<file path="src/assert_macros.svh">
// Assertion helpers used by the top-level RTL.
`ifndef ASSERT_MACROS_SVH
`define ASSERT_MACROS_SVH

// Check on every clock edge outside reset.
`define ASSERT_CLK(label, prop, msg) \
  label: assert property (@(posedge clk) disable iff (!rst_n) prop) else $error(msg);

// Check on every clock edge, reset included.
`define ASSERT_ALWAYS(label, prop, msg) \
  label: assert property (@(posedge clk) prop) else $error(msg);

`endif

</file>
<file path="src/avrsf_pkg.sv">
`timescale 1ns / 1ps
`default_nettype none

package avrsf_pkg;

  typedef enum logic [4:0] {
    OP_ADD     = 5'd0,
    OP_ADC     = 5'd1,
    OP_ADIW    = 5'd2,
    OP_AND     = 5'd3,
    OP_OR      = 5'd4,
    OP_EOR     = 5'd5,
    OP_COM     = 5'd6,
    OP_NEG     = 5'd7,
    OP_INC     = 5'd8,
    OP_DEC     = 5'd9,
    OP_ASR     = 5'd10,
    OP_LSR     = 5'd11,
    OP_SWAP    = 5'd12,
    OP_CP      = 5'd13,
    OP_CPC     = 5'd14,
    OP_MUL     = 5'd15,
    OP_MULS    = 5'd16,
    OP_MUL_SU  = 5'd17,
    OP_FMUL    = 5'd18,
    OP_FMUL_SS = 5'd19,
    OP_FMUL_SU = 5'd20,
    OP_BSET    = 5'd21,
    OP_BCLR    = 5'd22,
    OP_BST     = 5'd23,
    OP_BLD     = 5'd24,
    OP_BRBS    = 5'd25,
    OP_BRBC    = 5'd26,
    OP_MOV     = 5'd27
  } op_t;

  localparam logic [1:0] WK_NONE   = 2'd0;
  localparam logic [1:0] WK_BYTE   = 2'd1;
  localparam logic [1:0] WK_WORD   = 2'd2;
  localparam logic [1:0] WK_PAIR01 = 2'd3;

  localparam int FL_C = 0;
  localparam int FL_Z = 1;
  localparam int FL_N = 2;
  localparam int FL_V = 3;
  localparam int FL_S = 4;
  localparam int FL_H = 5;
  localparam int FL_T = 6;

  localparam logic [7:0] BYTE_MIN_NEG = 8'h80;
  localparam logic [7:0] BYTE_MAX_POS = 8'h7f;
  localparam logic [7:0] BYTE_ONES    = 8'hff;

  typedef struct packed {
    logic [4:0]  operation;
    logic [7:0]  dest_value;
    logic [7:0]  source_value;
    logic [15:0] pair_value;
    logic [5:0]  word_immediate;
    logic [2:0]  bit_select;
    logic [7:0]  flags_in;
  } in_beat_t;

  typedef struct packed {
    logic [4:0]  op;
    logic [7:0]  d;
    logic [7:0]  r;
    logic [2:0]  bs;
    logic [7:0]  flags;
    logic [7:0]  res8;
    logic [15:0] word;
    logic        pair_msb;
    logic [15:0] prod;
  } mid_beat_t;

  typedef struct packed {
    logic [7:0] result_low;
    logic [7:0] result_high;
    logic [1:0] write_kind;
    logic [7:0] flags_out;
    logic       branch_taken;
  } out_beat_t;

endpackage

`default_nettype wire

</file>
<file path="src/avrsf_exec.sv">
`timescale 1ns / 1ps
`default_nettype none

module avrsf_exec import avrsf_pkg::*; (
  input  wire logic      clk,
  input  wire logic      rst_n,
  input  wire logic      up_valid,
  output logic           up_ready,
  input  wire in_beat_t  up_data,
  output logic           dn_valid,
  input  wire logic      dn_ready,
  output mid_beat_t      dn_data
);

  logic              valid_r;
  mid_beat_t         data_r;
  mid_beat_t         data_nxt;
  logic              cin;
  logic              sign_a;
  logic              sign_b;
  logic signed [8:0] mul_a;
  logic signed [8:0] mul_b;
  logic signed [17:0] prod_full;
  logic [7:0]        d;
  logic [7:0]        r;
  logic [7:0]        bld_res;

  assign d = up_data.dest_value;
  assign r = up_data.source_value;

  always_comb begin
    cin = ((up_data.operation == OP_ADC) || (up_data.operation == OP_CPC))
          ? up_data.flags_in[FL_C] : 1'b0;
    sign_a = (up_data.operation == OP_MULS) || (up_data.operation == OP_FMUL_SS) ||
             (up_data.operation == OP_MUL_SU) || (up_data.operation == OP_FMUL_SU);
    sign_b = (up_data.operation == OP_MULS) || (up_data.operation == OP_FMUL_SS);
    mul_a = $signed({sign_a & d[7], d});
    mul_b = $signed({sign_b & r[7], r});
    prod_full = mul_a * mul_b;
    bld_res = d;
    bld_res[up_data.bit_select] = up_data.flags_in[FL_T];
  end

  always_comb begin
    data_nxt.op       = up_data.operation;
    data_nxt.d        = d;
    data_nxt.r        = r;
    data_nxt.bs       = up_data.bit_select;
    data_nxt.flags    = up_data.flags_in;
    data_nxt.word     = up_data.pair_value + {10'd0, up_data.word_immediate};
    data_nxt.pair_msb = up_data.pair_value[15];
    data_nxt.prod     = prod_full[15:0];
    unique case (up_data.operation) inside
      OP_ADD, OP_ADC: data_nxt.res8 = d + r + {7'd0, cin};
      OP_AND:         data_nxt.res8 = d & r;
      OP_OR:          data_nxt.res8 = d | r;
      OP_EOR:         data_nxt.res8 = d ^ r;
      OP_COM:         data_nxt.res8 = ~d;
      OP_NEG:         data_nxt.res8 = 8'd0 - d;
      OP_INC:         data_nxt.res8 = d + 8'd1;
      OP_DEC:         data_nxt.res8 = d + BYTE_ONES;
      OP_ASR:         data_nxt.res8 = {d[7], d[7:1]};
      OP_LSR:         data_nxt.res8 = {1'b0, d[7:1]};
      OP_SWAP:        data_nxt.res8 = {d[3:0], d[7:4]};
      OP_CP, OP_CPC:  data_nxt.res8 = d - r - {7'd0, cin};
      OP_BLD:         data_nxt.res8 = bld_res;
      OP_MOV:         data_nxt.res8 = r;
      default:        data_nxt.res8 = 8'd0;
    endcase
  end

  assign up_ready = !valid_r || dn_ready;

  always_ff @(posedge clk) begin
    if (!rst_n) begin
      valid_r <= 1'b0;
    end else if (up_ready) begin
      valid_r <= up_valid;
    end
  end

  always_ff @(posedge clk) begin
    if (up_ready && up_valid) begin
      data_r <= data_nxt;
    end
  end

  assign dn_valid = valid_r;
  assign dn_data  = data_r;

endmodule

`default_nettype wire

</file>
<file path="src/avrsf_flags.sv">
`timescale 1ns / 1ps
`default_nettype none

module avrsf_flags import avrsf_pkg::*; (
  input  wire logic      clk,
  input  wire logic      rst_n,
  input  wire logic      up_valid,
  output logic           up_ready,
  input  wire mid_beat_t up_data,
  output logic           dn_valid,
  input  wire logic      dn_ready,
  output out_beat_t      dn_data
);

  logic       valid_r;
  out_beat_t  data_r;
  out_beat_t  data_nxt;
  logic [7:0] f;
  logic [7:0] d;
  logic [7:0] r;
  logic [7:0] s;
  logic [15:0] w;
  logic [15:0] pp;
  logic       frac;

  assign d = up_data.d;
  assign r = up_data.r;
  assign s = up_data.res8;
  assign w = up_data.word;
  assign frac = (up_data.op == OP_FMUL) || (up_data.op == OP_FMUL_SS) ||
                (up_data.op == OP_FMUL_SU);
  assign pp = frac ? {up_data.prod[14:0], 1'b0} : up_data.prod;

  always_comb begin
    f = up_data.flags;
    data_nxt.result_low   = 8'd0;
    data_nxt.result_high  = 8'd0;
    data_nxt.write_kind   = WK_NONE;
    data_nxt.branch_taken = 1'b0;
    unique case (up_data.op) inside
      OP_ADD, OP_ADC: begin
        f[FL_H] = (d[3] & r[3]) | (r[3] & ~s[3]) | (~s[3] & d[3]);
        f[FL_V] = (d[7] & r[7] & ~s[7]) | (~d[7] & ~r[7] & s[7]);
        f[FL_C] = (d[7] & r[7]) | (r[7] & ~s[7]) | (~s[7] & d[7]);
        f[FL_N] = s[7];
        f[FL_Z] = (s == 8'd0);
        f[FL_S] = s[7] ^ f[FL_V];
        data_nxt.result_low = s;
        data_nxt.write_kind = WK_BYTE;
      end
      OP_ADIW: begin
        f[FL_V] = ~up_data.pair_msb & w[15];
        f[FL_C] = ~w[15] & up_data.pair_msb;
        f[FL_N] = w[15];
        f[FL_Z] = (w == 16'd0);
        f[FL_S] = w[15] ^ f[FL_V];
        data_nxt.result_low  = w[7:0];
        data_nxt.result_high = w[15:8];
        data_nxt.write_kind  = WK_WORD;
      end
      OP_AND, OP_OR, OP_EOR, OP_COM: begin
        if (up_data.op == OP_COM) begin
          f[FL_C] = 1'b1;
        end
        f[FL_V] = 1'b0;
        f[FL_N] = s[7];
        f[FL_Z] = (s == 8'd0);
        f[FL_S] = s[7];
        data_nxt.result_low = s;
        data_nxt.write_kind = WK_BYTE;
      end
      OP_NEG: begin
        f[FL_H] = s[3] | d[3];
        f[FL_V] = (s == BYTE_MIN_NEG);
        f[FL_C] = (s != 8'd0);
        f[FL_N] = s[7];
        f[FL_Z] = (s == 8'd0);
        f[FL_S] = s[7] ^ f[FL_V];
        data_nxt.result_low = s;
        data_nxt.write_kind = WK_BYTE;
      end
      OP_INC, OP_DEC: begin
        f[FL_V] = (up_data.op == OP_INC) ? (d == BYTE_MAX_POS) : (d == BYTE_MIN_NEG);
        f[FL_N] = s[7];
        f[FL_Z] = (s == 8'd0);
        f[FL_S] = s[7] ^ f[FL_V];
        data_nxt.result_low = s;
        data_nxt.write_kind = WK_BYTE;
      end
      OP_ASR, OP_LSR: begin
        f[FL_C] = d[0];
        f[FL_N] = s[7];
        f[FL_V] = s[7] ^ d[0];
        f[FL_Z] = (s == 8'd0);
        f[FL_S] = s[7] ^ f[FL_V];
        data_nxt.result_low = s;
        data_nxt.write_kind = WK_BYTE;
      end
      OP_CP, OP_CPC: begin
        f[FL_H] = (~d[3] & r[3]) | (r[3] & s[3]) | (s[3] & ~d[3]);
        f[FL_V] = (d[7] & ~r[7] & ~s[7]) | (~d[7] & r[7] & s[7]);
        f[FL_C] = (~d[7] & r[7]) | (r[7] & s[7]) | (s[7] & ~d[7]);
        f[FL_N] = s[7];
        f[FL_S] = s[7] ^ f[FL_V];
        f[FL_Z] = (up_data.op == OP_CP) ? (s == 8'd0)
                                         : ((s == 8'd0) & up_data.flags[FL_Z]);
        data_nxt.result_low = s;
      end
      OP_MUL, OP_MULS, OP_MUL_SU, OP_FMUL, OP_FMUL_SS, OP_FMUL_SU: begin
        f[FL_C] = up_data.prod[15];
        f[FL_Z] = (pp == 16'd0);
        data_nxt.result_low  = pp[7:0];
        data_nxt.result_high = pp[15:8];
        data_nxt.write_kind  = WK_PAIR01;
      end
      OP_BSET: f = f | (8'd1 << up_data.bs);
      OP_BCLR: f = f & ~(8'd1 << up_data.bs);
      OP_BST:  f[FL_T] = d[up_data.bs];
      OP_BRBS: data_nxt.branch_taken = up_data.flags[up_data.bs];
      OP_BRBC: data_nxt.branch_taken = ~up_data.flags[up_data.bs];
      OP_SWAP, OP_BLD, OP_MOV: begin
        data_nxt.result_low = s;
        data_nxt.write_kind = WK_BYTE;
      end
      default: data_nxt.result_low = 8'd0;
    endcase
    data_nxt.flags_out = f;
  end

  assign up_ready = !valid_r || dn_ready;

  always_ff @(posedge clk) begin
    if (!rst_n) begin
      valid_r <= 1'b0;
    end else if (up_ready) begin
      valid_r <= up_valid;
    end
  end

  always_ff @(posedge clk) begin
    if (up_ready && up_valid) begin
      data_r <= data_nxt;
    end
  end

  assign dn_valid = valid_r;
  assign dn_data  = data_r;

endmodule

`default_nettype wire

</file>
<file path="src/avr_alu_with_status_flags_top.sv">
// Stages: input, execute and flag registers lie between input beat and output beat.
// Throughput: one beat per cycle; each register stage holds when its successor is full.
// Each stage accepts a beat whenever it is empty or its contents move on the same edge.
// Reset: synchronous, active low; clears all stage valid bits, no data is held over.
`timescale 1ns / 1ps
`default_nettype none

`include "assert_macros.svh"

module avr_alu_with_status_flags_top import avrsf_pkg::*; (
  input  wire logic     clk,
  input  wire logic     rst_n,
  input  wire logic     in_valid,
  output logic          in_ready,
  input  wire in_beat_t in_data,
  output logic          out_valid,
  input  wire logic     out_ready,
  output out_beat_t     out_data
);

  logic      s0_valid_r;
  in_beat_t  s0_data_r;
  logic      exec_ready;
  logic      mid_valid;
  logic      mid_ready;
  mid_beat_t mid_data;

  assign in_ready = !s0_valid_r || exec_ready;

  always_ff @(posedge clk) begin
    if (!rst_n) begin
      s0_valid_r <= 1'b0;
    end else if (in_ready) begin
      s0_valid_r <= in_valid;
    end
  end

  always_ff @(posedge clk) begin
    if (in_ready && in_valid) begin
      s0_data_r <= in_data;
    end
  end

  avrsf_exec u_exec (
    .clk      (clk),
    .rst_n    (rst_n),
    .up_valid (s0_valid_r),
    .up_ready (exec_ready),
    .up_data  (s0_data_r),
    .dn_valid (mid_valid),
    .dn_ready (mid_ready),
    .dn_data  (mid_data)
  );

  avrsf_flags u_flags (
    .clk      (clk),
    .rst_n    (rst_n),
    .up_valid (mid_valid),
    .up_ready (mid_ready),
    .up_data  (mid_data),
    .dn_valid (out_valid),
    .dn_ready (out_ready),
    .dn_data  (out_data)
  );

  `ASSERT_ALWAYS(a_reset_empties, !rst_n |=> !out_valid, "output valid after reset")
  `ASSERT_CLK(a_drain_opens_input, out_ready |-> in_ready, "input stalled with open output")
  `ASSERT_CLK(a_branch_no_write, (out_valid && out_data.branch_taken) |-> (out_data.write_kind == WK_NONE), "branch beat carries a write")

endmodule

`default_nettype wire
</file>
<file path="config.mk">
export PLATFORM = sky130hd
export DESIGN_NAME = avr_alu_with_status_flags_top
export DESIGN_NICKNAME = d
export VERILOG_FILES = /design/src/avrsf_pkg.sv /design/src/avrsf_exec.sv /design/src/avrsf_flags.sv /design/src/avr_alu_with_status_flags_top.sv
export VERILOG_INCLUDE_DIRS = /design/src /design/src/src
export SDC_FILE = /design/constraint.sdc
export NUM_CORES = 1
export LEC_CHECK = 0
export ABC_CLOCK_PERIOD_IN_PS = 17550
export BUFFER_PORTS_ARGS = -buffer_cell sky130_fd_sc_hd__buf_2
export CAP_MARGIN = 0
export CORE_ASPECT_RATIO = 1.25
export CORE_MARGIN = 1.5
export CORE_UTILIZATION = 46
export CTS_CLUSTER_DIAMETER = 120
export DETAILED_ROUTE_END_ITERATION = 10
export HOLD_SLACK_MARGIN = 0.1
export PLACE_DENSITY = 0.75
export RECOVER_POWER = 50
export SLEW_MARGIN = 0
export SYNTH_ARGS = -nofsm -noshare
export SYNTH_HDL_FRONTEND = slang
export SYNTH_SLANG_ARGS = --single-unit
</file>
<file path="constraint.sdc">
create_clock -name clk -period 17.55 [get_ports clk]
set_input_delay 1.755 -clock clk [delete_from_list [all_inputs] [get_ports clk]]
set_output_delay 1.755 -clock clk [all_outputs]
set_load 0.05 [all_outputs]
</file>
==> flow_summary.ini, run 1 <==
[outcome]
status = complete, no violations

[cts]
cts_sinks = 151
cts_buffers = 17
clk_pin_slew_ps = 60
cts_setup_buffers = 0
cts-root-buf = clkbuf_16
cts.path.max_buffers = 2
clk_latency_ps = 430
holdBufCountCts = 0
ctsResizeCount = 0
h-tree-depth = 4
tritoncts = yes

[grt]
grt_max_degree = 68
grt_pass1_wl_mm = 45.0
grt.overflow.total = 0
grt_pass1_vias = 8480
grtUsageTotal_pct = 23.3
antenna_found_initial = 0

[logic_synthesis]
syn_avg_cell_area_um2 = 10.6
synth_adder_area_share_pct = 20.4
synth_area_leaders = edfxtp_1, fa_1, ha_1, inv_1, nor2_1
synth-seq-area-share_pct = 39.9
synth_warnings = 0
synth_compound_area_share_pct = 12.5
synth_xor_area_share_pct = 4.03
yosys.area_share.simple_pct = 14.0
synth_ff_type = edfxtp_1
synth_top_area_share_pct = 39.3
synthCells = 1066
ys_types = 81
netlist_area_um2 = 11300
synth_enable_flop_cells = 148
synth_most_common_cell = edfxtp_1
ys_ff_latch = 151
syn_nets = 1267
yosysTopAreaCell = edfxtp_1
synthMuxAreaShare_pct = 3.20
synthArstFlopShare_pct = 0
synth_common_cells = edfxtp_1, inv_1, nor2_1
synth_top_family_by_area = adder cells

[floorplan]
dieArea_um2 = 25500
fp.coreArea_um2 = 23900
rows = 63
start_util_pct = 47.3
io_pins = 87
die_y_um = 178
dieWidth_um = 143

[final_layout]
antenna_cells = 0
areaGrowthSynthToFinish_pct = 10.6
fillCellCount = 2111
fin_nets = 1338
drive_above_1_share_pct = 9.05

[critical_path]
worstSetupEndpointType = flip-flop
critPathLaunchType = flip-flop
path_cells = clkbuf_1, nand3_1, a211oi_2, nand2_1, fa_1, inv_1, fa_1, inv_1, fa_1, inv_1, fa_1, ha_1, ha_1, nor4b_1, a2111oi_0, o311ai_0
r2r_start = s0_data_r[48]
arrival_ps = 6480
slowest_stage = fa_1
crit_fanout = 15
r2r-end = u_exec.dn_data[14]
rr_worst_depth = 16
critPathTopFamily = adder cells
r2r_slack_ps = 11200
worst-setup-path-type = reg -> reg
critPathRequiredTime_ps = 17680
worst-path-buf-inv = 4
max_stage_delay_ps = 670
path_common_cell = fa_1

[flow_run]
max_cap_viol_count = 0

[placed_design]
hpwl_mm = 21.1
pre_cts_ws_ps = 11290
gp_congestion = 1.02
io_buffers = 86

[worst_hold_path]
worstHoldPathCells = 0
min_to = u_exec.dn_data[42]
hold_start = s0_data_r[1]
hold_path_class = reg -> reg

[sta]
tightestPinTransition_ps = 1060
fmax_mhz = 157
period_share_pct = 36.2
setup_slack_ps = 11200
rsz0062_at_grt = false
setup_violations = 0
period_minus_slack_ps = 6350
hold_viol_final = 0
slew_violations = 0
fin_skew_ps = 12.9
setup_tns_ps = 0
slew_headroom_pct = 28.9

[pwr]
p_leak_uw = 0.00503
vdd_ir_drop_max_uv = 100
powerDensity_nw_per_um2 = 109

[routing]
drt-total-wl_mm = 28.7
vias = 8589
drt_first_pass_iters = 5
wl_per_cell_um = 19.5
post_drt_via_cell_ratio = 5.83
remaining_drc_errors = 0
final_antenna_net_count = 0
initialDrtViolationCount = 714
[kinds of logic (layout without fill, tap and decap cells)]
family          Yosys count  in the layout
buf+inv                 161            244
xor+xnor                 52             52
flops                   151            151
fa+ha+maj               143            143
mux                      31             31
simple gates            317            317
compound gates          211            211
[worst max path at each step]
stage / start / end / depth (start not counted)
floorplan: out_ready / u_exec.dn_data[0] / 2
global route: s0_data_r[48] / u_exec.dn_data[14] / 16
finish: s0_data_r[48] / u_exec.dn_data[14] / 16
global placement: s0_data_r[49] / u_exec.dn_data[15] / 18
detailed placement: s0_data_r[49] / u_exec.dn_data[14] / 16
CTS: s0_data_r[49] / u_exec.dn_data[14] / 16
[where the power goes]
| group | internal [uW] | switching, uW |
|---|---|---|
| Combinational | 213 | 278 |
| Clock | 207 | 143 |
| Sequential | 461 | 54.9 |
| Total | 880 | 475 |
[placed cells by master, fill, tap and decap left out, types with 5 or more instances in the layout]
cell,Yosys,routed
buf_2,13,49
a21boi_0,6,5
and2_1,5,5
edfxtp_1,148,148
o211ai_1,7,7
xnor2_1,35,35
inv_1,117,117
or4_1,5,5
a31oi_1,10,9
xor2_1,17,17
nand3_1,12,12
o22ai_1,6,6
nor3b_1,6,6
a211oi_1,7,7
ha_1,74,74
clkinv_2,0,5
nand3b_1,9,9
a22oi_1,13,13
a21o_1,9,9
nand2b_1,10,10
nor3_1,21,22
nand4_1,13,13
mux2i_1,26,26
nor2_1,94,94
a21oi_1,40,40
nor2b_1,16,16
clkbuf_1,15,39
a221oi_1,8,8
fa_1,69,69
clkbuf_16,0,17
buf_4,8,6
nand2_1,91,91
o21a_1,10,10
o21ai_0,54,54
nor4_1,8,8
[area by class of cell]
class / instances / area, um2 / area share, %
flip-flops and latches: 151 / 4500 / 36.1
clock buffers: 17 / 425 / 3.41
clock inverters: 14 / 133 / 1.06
inverters: 119 / 447 / 3.58
repair buffers: 94 / 437 / 3.50
well taps: 325 / 407 / 3.26
multi-input cells: 754 / 6140 / 49.1
[flip-flops by register name (all words and copies together) (netlist names)]
register          count
u_flags.dn_valid      1
u_exec.dn_valid       1
s0_data_r            54
u_flags.dn_data      27
s0_valid_r            1
u_exec.dn_data       67
[worst register-to-register path, delay by kind of cell (launching register included)]
kind / cells / cell delay (ps)
AOI/OAI and AO/OA: 3 / 1250
adders and majority gates: 6 / 2950
buffers and inverters: 4 / 890
DFF: 1 / 320
and+or+nand+nor: 3 / 640
[routing by layer]
metal  up-vias  routed length, um  global-route usage [%]
li1       3939                  -                       -
met1      4111              11100                    29.4
met5         -                  0                       0
met4         0               1340                    12.0
met3        93               2210                    4.21
met2       446              14100                    38.3
[per-stage QoR]
| stage | util (%) | hold slack, ps | total power, uW | cell area, um2 | cells |
|---|---|---|---|---|---|
| after CTS | 52.6 | 419 | 1360 | 12600 | 1474 |
| after floorplan | - | 400 | 880 | 11300 | 1066 |
| after detailed placement | 50.2 | 407 | 1010 | 12000 | 1443 |
| final | 52.3 | 417 | 1360 | 12500 | 1474 |
| after global routing | 52.3 | 419 | 1440 | 12500 | 1474 |
| after global placement | 50.2 | 409 | 991 | 12000 | 1443 |
Power figures use the tool's default switching activity.
==> inputs of run 2 (changes only) <==
--- a/config.mk
+++ b/config.mk
@@ -6,7 +6,7 @@
 export SDC_FILE = /design/constraint.sdc
 export NUM_CORES = 1
 export LEC_CHECK = 0
-export ABC_CLOCK_PERIOD_IN_PS = 17550
+export ABC_CLOCK_PERIOD_IN_PS = 6400
 export BUFFER_PORTS_ARGS = -buffer_cell sky130_fd_sc_hd__buf_2
 export CAP_MARGIN = 0
 export CORE_ASPECT_RATIO = 1.25
==> constraint.sdc (replaced) <==
create_clock -name clk -period 6.4 [get_ports clk]
set_input_delay 0.64 -clock clk [delete_from_list [all_inputs] [get_ports clk]]
set_output_delay 0.64 -clock clk [all_outputs]
set_load 0.05 [all_outputs]
==> run 2 against run 1 <==
Effect of this change:
- the flow now finishes with violations (max-capacitance violations, max-slew violations)
- die area stayed put
- largest power group unchanged
- clock skew is 4.3 ps lower
- via count is 0.24% higher
- critical endpoint is now u_exec.dn_data[15]
==> flow_summary.ini, run 2 (synthesis gave the netlist of run 1 again) <==
[outcome]
status = complete, but fails checks
violations = max-capacitance violations, max-slew violations

[sta]
slew_violations = 55
hold_viol_final = 0
rsz0062_at_grt = false
setup_tns_ps = 0
hold_slack_ps = 385
tightestPinTransition_ps = 3320
setup_violations = 0
fin_skew_ps = 8.61
period_share_pct = 90.3
slew_headroom_pct = -121
fmax_mhz = 173
period_minus_slack_ps = 5780

[grt]
grt.overflow.total = 0
grt_pass1_vias = 8631
grtUsageTotal_pct = 24.4
grt_pass1_wl_mm = 46.5
antenna_found_initial = 0
grt_max_degree = 68

[cts]
h-tree-depth = 4
cts_sinks = 151
cts.path.max_buffers = 2
holdBufCountCts = 0
cts-root-buf = clkbuf_16
ctsResizeCount = 0
cts_buffers = 17
clk_pin_slew_ps = 60
cts_setup_buffers = 0
clk_latency_ps = 430
tritoncts = yes

[floorplan]
start_util_pct = 47.3
io_pins = 87
rows = 63
dieArea_um2 = 25500
fp.coreArea_um2 = 23900
die_y_um = 178
dieWidth_um = 143

[pwr]
p_seq_share_pct = 36.1
p_clk_share_pct = 27.9
p_switching_uw = 1320
swShare_pct = 34.1
vdd_ir_drop_max_uv = 333
p_int_uw = 2550
p_leak_uw = 0.00510
powerDensity_nw_per_um2 = 306
comb_power_share_pct = 36.0

[routing]
final_antenna_net_count = 0
vias = 8610
wl_per_cell_um = 19.9
initialDrtViolationCount = 719
post_drt_via_cell_ratio = 5.80
drt_first_pass_iters = 6
drt-total-wl_mm = 29.6
remaining_drc_errors = 0

[placed_design]
gp_congestion = 0.971
io_buffers = 86
hpwl_mm = 22.3

[final_layout]
layout_commonest_cell = edfxtp_1
areaGrowthSynthToFinish_pct = 11.8
fin_nets = 1350
largest_reg_flops = 67
drive_above_1_share_pct = 9.40
final_cell_mix = edfxtp_1, inv_1, nor2_1, nand2_1, ha_1
antenna_cells = 0

[critical_path]
critPathLaunchType = flip-flop
worst-setup-path-type = reg -> reg
worstSetupEndpointType = flip-flop
critPathRequiredTime_ps = 6580
arrival_ps = 5950
crit_fanout = 14

[flow_run]
max_cap_viol_count = 1

[worst_hold_path]
hold_path_class = in -> reg
-- run 2: cell count changes in the layout (fill, tap and decap cells not counted), sizes merged --
cell,change
buf,+4
clkinvlp,-2
bufinv,+3
clkinv,-4
inv,+1
clkbuf,+9
-- run 2: metrics by stage --
stage                     util [%]  worst slack, ps  instances  area [um2]  total power (uW)
after global routing          52.9              379       1485       12600              4110
after global placement        50.6              962       1455       12100              2740
after floorplan                  -              192       1066       11300              2410
after CTS                     53.2              772       1485       12700              3880
after detailed placement      50.6              815       1455       12100              2790
final                         52.9              621       1485       12600              3860
-- run 2: layout make-up --
cell class,count,area (um2)
fillers,2093,11300
multi-input cells,754,6140
flip-flops and latches,151,4500
repair buffers,106,494
inverters,119,447
clock buffers,18,429
well taps,325,407
clock inverters,12,199
-- run 2: metal layers --
layer / up-vias / part of all wire, % / track usage, %
met5: - / 0 / 0
met4: 0 / 4.3 / 12.3
met3: 82 / 7.1 / 3.92
met2: 401 / 50 / 41.0
met1: 4162 / 38 / 30.3
li1: 3965 / - / -
-- run 2: worst paths after layout --
kind / from / endpoint / slack (ps) / cells past startpoint
worst max-delay path: s0_data_r[49] / u_exec.dn_data[15] / 620 / 17
worst min-delay path: in_data[42] / s0_data_r[42] / 380 / 1
worst max register to register: s0_data_r[49] / u_exec.dn_data[15] / 620 / 17
worst min register to register: s0_data_r[7] / u_exec.dn_data[48] / 420 / 0
-- run 2: critical path, stage by stage, from the launching register on --
cell and delay, ps:
edfxtp_1 460, clkbuf_1 330, a211oi_2 430, nand2_1 220
fa_1 520, fa_1 530, inv_1 60, fa_1 490
fa_1 490, inv_1 50, fa_1 510, inv_1 40
ha_1 330, a211oi_1 220, nor2_1 90, o41ai_1 410
o21ai_0 200, xnor2_1 150
-- run 2: power groups by stage --
stage | Clock [uW] | Sequential, uW | Combinational [uW]
2_1_floorplan | 0 | 1360 | 1050
3_3_place_gp | 0 | 1400 | 1340
3_5_place_dp | 0 | 1400 | 1380
4_1_cts | 1090 | 1380 | 1400
5_1_grt | 1140 | 1400 | 1580
6_report | 1080 | 1390 | 1390
